**config.mk**
```make
export PLATFORM = sky130hd
export DESIGN_NAME = sem_isqrt
export DESIGN_NICKNAME = d
export VERILOG_FILES = /design/src/hw/rtl/sem_pkg.sv /design/src/hw/rtl/sem_isqrt.sv
export SDC_FILE = /design/constraint.sdc
export NUM_CORES = 1
export LEC_CHECK = 0
export ABC_AREA = 0
export BUFFER_PORTS_ARGS = -buffer_cell sky130_fd_sc_hd__buf_2
export CELL_PAD_IN_SITES_DETAIL_PLACEMENT = 1
export CELL_PAD_IN_SITES_GLOBAL_PLACEMENT = 1
export CORE_ASPECT_RATIO = 1.2
export CORE_MARGIN = 2
export CORE_UTILIZATION = 49
export CTS_CLUSTER_SIZE = 40
export DETAILED_ROUTE_END_ITERATION = 8
export GPL_TIMING_DRIVEN = 1
export HOLD_SLACK_MARGIN = 0.12
export PLACE_DENSITY_LB_ADDON = 0.25
export SLEW_MARGIN = 40
export SYNTH_ARGS = -nofsm -noshare
export SYNTH_HDL_FRONTEND = slang
export SYNTH_SLANG_ARGS = --single-unit
```
**constraint.sdc**
```tcl
create_clock -name aclk -period 4.16 [get_ports aclk]
set_input_delay 0.832 -clock aclk [delete_from_list [all_inputs] [get_ports aclk]]
set_output_delay 0.832 -clock aclk [all_outputs]
set_load 0.05 [all_outputs]
```
**src/hw/rtl/sem_pkg.sv**
```systemverilog
// shared constants for the sobel edge magnitude core
// field widths, register reset values and root unit sizing; no dependencies
package sem_pkg;

    localparam int PIXEL_W            = 8;
    localparam int LINE_WIDTH_W       = 11;
    localparam int LINE_WIDTH_RESET   = 640;
    localparam int LINE_WIDTH_MIN     = 3;
    localparam int MAX_WIDTH_DEFAULT  = 1024;
    localparam int APB_DATA_W         = 32;
    localparam int APB_ADDR_W         = 3;

    // radicand below 2**RADICAND_W gives an 8-bit root, anything larger saturates
    localparam int RADICAND_W         = 16;
    localparam int ROOT_W             = RADICAND_W / 2;
    localparam int SAT_VALUE          = 255;

    // register index on the config port
    localparam logic REG_LINE_WIDTH   = 1'b0;

endpackage

```
**src/hw/rtl/sem_isqrt.sv**
```systemverilog
// digit-by-digit floor square root, one result bit per cycle
// depends on sem_pkg for radicand and root widths
module sem_isqrt (
    input  logic                            aclk,
    input  logic                            aresetn,
    input  logic                            start,
    input  logic [sem_pkg::RADICAND_W-1:0]  radicand,
    output logic                            busy,
    output logic [sem_pkg::ROOT_W-1:0]      root
);
    import sem_pkg::*;

    localparam int REM_W   = ROOT_W + 1;
    localparam int SH_W    = REM_W + 2;
    localparam int STEP_W  = $clog2(ROOT_W);

    logic [RADICAND_W-1:0] rad_reg;
    logic [REM_W-1:0]      rem_reg;
    logic [ROOT_W-1:0]     root_reg;
    logic [STEP_W-1:0]     step_reg;
    logic                  busy_reg;

    logic [SH_W-1:0]       rem_sh;
    logic [SH_W-1:0]       trial;
    logic                  fits;

    // bring down the next two radicand bits and try root*4+1
    assign rem_sh = {rem_reg, rad_reg[RADICAND_W-1 -: 2]};
    assign trial  = {1'b0, root_reg, 2'b01};
    assign fits   = (rem_sh >= trial);

    always_ff @(posedge aclk) begin
        if (!aresetn) begin
            busy_reg <= 1'b0;
            step_reg <= '0;
        end else if (start) begin
            busy_reg <= 1'b1;
            step_reg <= '0;
            rad_reg  <= radicand;
            rem_reg  <= '0;
            root_reg <= '0;
        end else if (busy_reg) begin
            rad_reg  <= {rad_reg[RADICAND_W-3:0], 2'b00};
            if (fits) begin
                rem_reg  <= REM_W'(rem_sh - trial);
                root_reg <= {root_reg[ROOT_W-2:0], 1'b1};
            end else begin
                rem_reg  <= REM_W'(rem_sh);
                root_reg <= {root_reg[ROOT_W-2:0], 1'b0};
            end
            step_reg <= step_reg + 1'b1;
            if (step_reg == STEP_W'(ROOT_W - 1)) begin
                busy_reg <= 1'b0;
            end
        end
    end

    assign busy = busy_reg;
    assign root = root_reg;

endmodule
```
==> flow_metrics.tcl <==
set metrics [dict create \
    fin_crit_sh 0.545 \
    rows 26 \
    grt_overflow 0 \
    die_h_um 75.6 \
    clk_latency_ps 290 \
    hold_class "register to register" \
    cp_max_fo 9 \
    yosysSeqAreaShare 0.511 \
    finClkSkew_ps 5.26 \
    fmax_mhz 441 \
    peakVddDrop_mv 0.251 \
    cts_hold_buf 0 \
    post_cts_buffers 0 \
    largest_reg_flops 16 \
    async_flop_share 0 \
    rsz0062_at_grt "no" \
    vias 1474 \
    arrival_ps 2300 \
    mostFrequentLayoutCells "edfxtp_1 (33), buf_2 (27), inv_1 (17), mux2_2 (14), nor2_1 (14)" \
    rr_worst_depth 6 \
    max-cap-violations 0 \
    fin_crit_ps 2270 \
    ys_ff_latch 37 \
    synthCells 178 \
    worstSetupPathType "register to register" \
    gp_congestion 0.894 \
    design.core.area_um2 4200 \
    ys_types 48 \
    first_iter_violations 42 \
    grt_usage 0.196 \
    synth_edf_count 33 \
    grt_max_degree 35 \
    dieArea_um2 4820 \
    n_antenna_cell 0 \
    htree_num_levels 2 \
    setup-violations-final 0 \
    viasPerCell 5.58 \
    end_kind "register" \
    final_antenna_net_count 0 \
    ioPinCount 28 \
    drive_gt1_frac 0.274 \
    synth_warnings 0 \
    regArea_um2 1070 \
    multi_input_area_um2 916 \
    dpl.hpwl_mm 3.19 \
    p_leak_nw 0.954 \
    grt_antenna_before_repair 0 \
    num-fill-cells 446 \
    fin_nets 238 \
    avgRoutedWirePerCell_um 16.5 \
    total_power_uw 900 \
    grt_pass1_wl_mm 7.09 \
    cts_buffers 5 \
    dpl_worst_slack_ps 1840 \
    power_density_nw_per_um2 384 \
    cts_tree "built" \
    dr.pass1.iters 4 \
    required_ps 4190 \
    cts-resized-gates 0 \
    die_x_um 63.7 \
    synth_ff_type "edfxtp_1" \
    cts.sinks 37 \
    start_kind "register" \
    grt_pass1_vias 1481 \
    drt-total-wl_mm 4.37 \
    holdPathStages 2 \
    status "finished, final reports clean" \
    hold_viol_final 0 \
    syn2layout_area_growth_pct 12.0 \
    syn_area_um2 2100 \
    port_buffers 27 \
    drc 0 \
    synthesis.nets 209 \
    tightestPinTransition_ps 638 \
    maxSlewHeadroom 0.575 \
    cts_max_path_buffers 2 \
    clk_pin_slew_ps 70 \
    start_util 0.499 \
    worst_slack_ps 1890 \
    final_common_cell "edfxtp_1" \
    drv_slew 0 \
    synth_area_per_cell_um2 11.8 \
    clk_root_buffer_cell "clkbuf_8" \
    tns_ps 0 \
]
## cells by family (layout without fill, tap and decap cells)
| group | after synthesis | after routing | share of synthesized area |
|---|---|---|---|
| compound gates | 43 | 43 | 0.152 |
| simple gates | 42 | 42 | 0.106 |
| flops | 37 | 37 | 0.511 |
| buf+inv | 23 | 53 | 0.0519 |
| mux | 18 | 18 | 0.0949 |
| fa+ha+maj | 12 | 12 | 0.0716 |
| xor+xnor | 3 | 3 | 0.0125 |
## metal layers
metal  up-vias  part of all wire  track usage
li1        721                 -            -
met3         5             0.024       0.0310
met5         -                 0            0
met1       726              0.41        0.220
met2        22              0.55        0.374
met4         0             0.015       0.0797
## where the power goes
| group | total (mW) | internal (mW) | switching [mW] |
|---|---|---|---|
| clock | 0.242 | 0.118 | 0.123 |
| combinational | 0.208 | 0.0811 | 0.126 |
| sequential | 0.451 | 0.438 | 0.0131 |
| total | 0.900 | 0.637 | 0.263 |
## area by class of cell
class,count,area share
tap,56,0.0299
timing repair buffer,28,0.0608
clock inverter,1,0.00320
inverter,17,0.0272
sequential,37,0.456
multi-input combinational,118,0.390
clock buffer,7,0.0325
## cell usage after synthesis (2+ instances only)
cell / number / area (µm²)
edfxtp_1: 33 / 991
inv_1: 17 / 63.8
mux2_2: 14 / 158
nor2_1: 14 / 52.6
ha_1: 12 / 150
a21oi_1: 9 / 45.0
nand3_1: 8 / 40.0
nand2_1: 6 / 22.5
o21ai_0: 6 / 30.0
dfxtp_1: 4 / 80.1
a211oi_1: 3 / 22.5
a21o_1: 3 / 22.5
mux2i_1: 3 / 30.0
a211o_1: 2 / 17.5
and2_1: 2 / 12.5
buf_4: 2 / 15.0
buf_6: 2 / 22.5
clkbuf_1: 2 / 7.51
nand2b_1: 2 / 12.5
o21a_1: 2 / 15.0
o21ai_1: 2 / 10.0
o22ai_1: 2 / 12.5
or3_1: 2 / 12.5
xnor2_1: 2 / 17.5
## worst max-delay path, stage by stage (launching register included)
cell,delay [ps]
edfxtp_1,430
ha_1,490
nand4_2,200
nor3_2,260
nand2b_1,380
o21ai_1,130
o311a_1,140
## metrics by stage
| stage | instances | utilization | hold WS (ps) | cell area, µm² |
|---|---|---|---|---|
| 6_report | 264 | 0.559 | 520 | 2350 |
| 2_1_floorplan | 178 | - | 465 | 2100 |
| 5_1_grt | 264 | 0.559 | 574 | 2350 |
| 3_5_place_dp | 256 | 0.539 | 505 | 2260 |
| 4_1_cts | 264 | 0.559 | 524 | 2350 |
| 3_3_place_gp | 256 | 0.539 | 478 | 2260 |
## path summary, 6_finish.rpt
kind / from / slack (ps) / end
worst min register to register: step_reg[1] / 520 / step_reg[1]
worst min-delay path: step_reg[1] / 520 / step_reg[1]
worst max register to register: rem_reg[3] / 1890 / rem_reg[1]
worst max-delay path: rem_reg[3] / 1890 / rem_reg[1]
(Power assumes the default switching activity.)
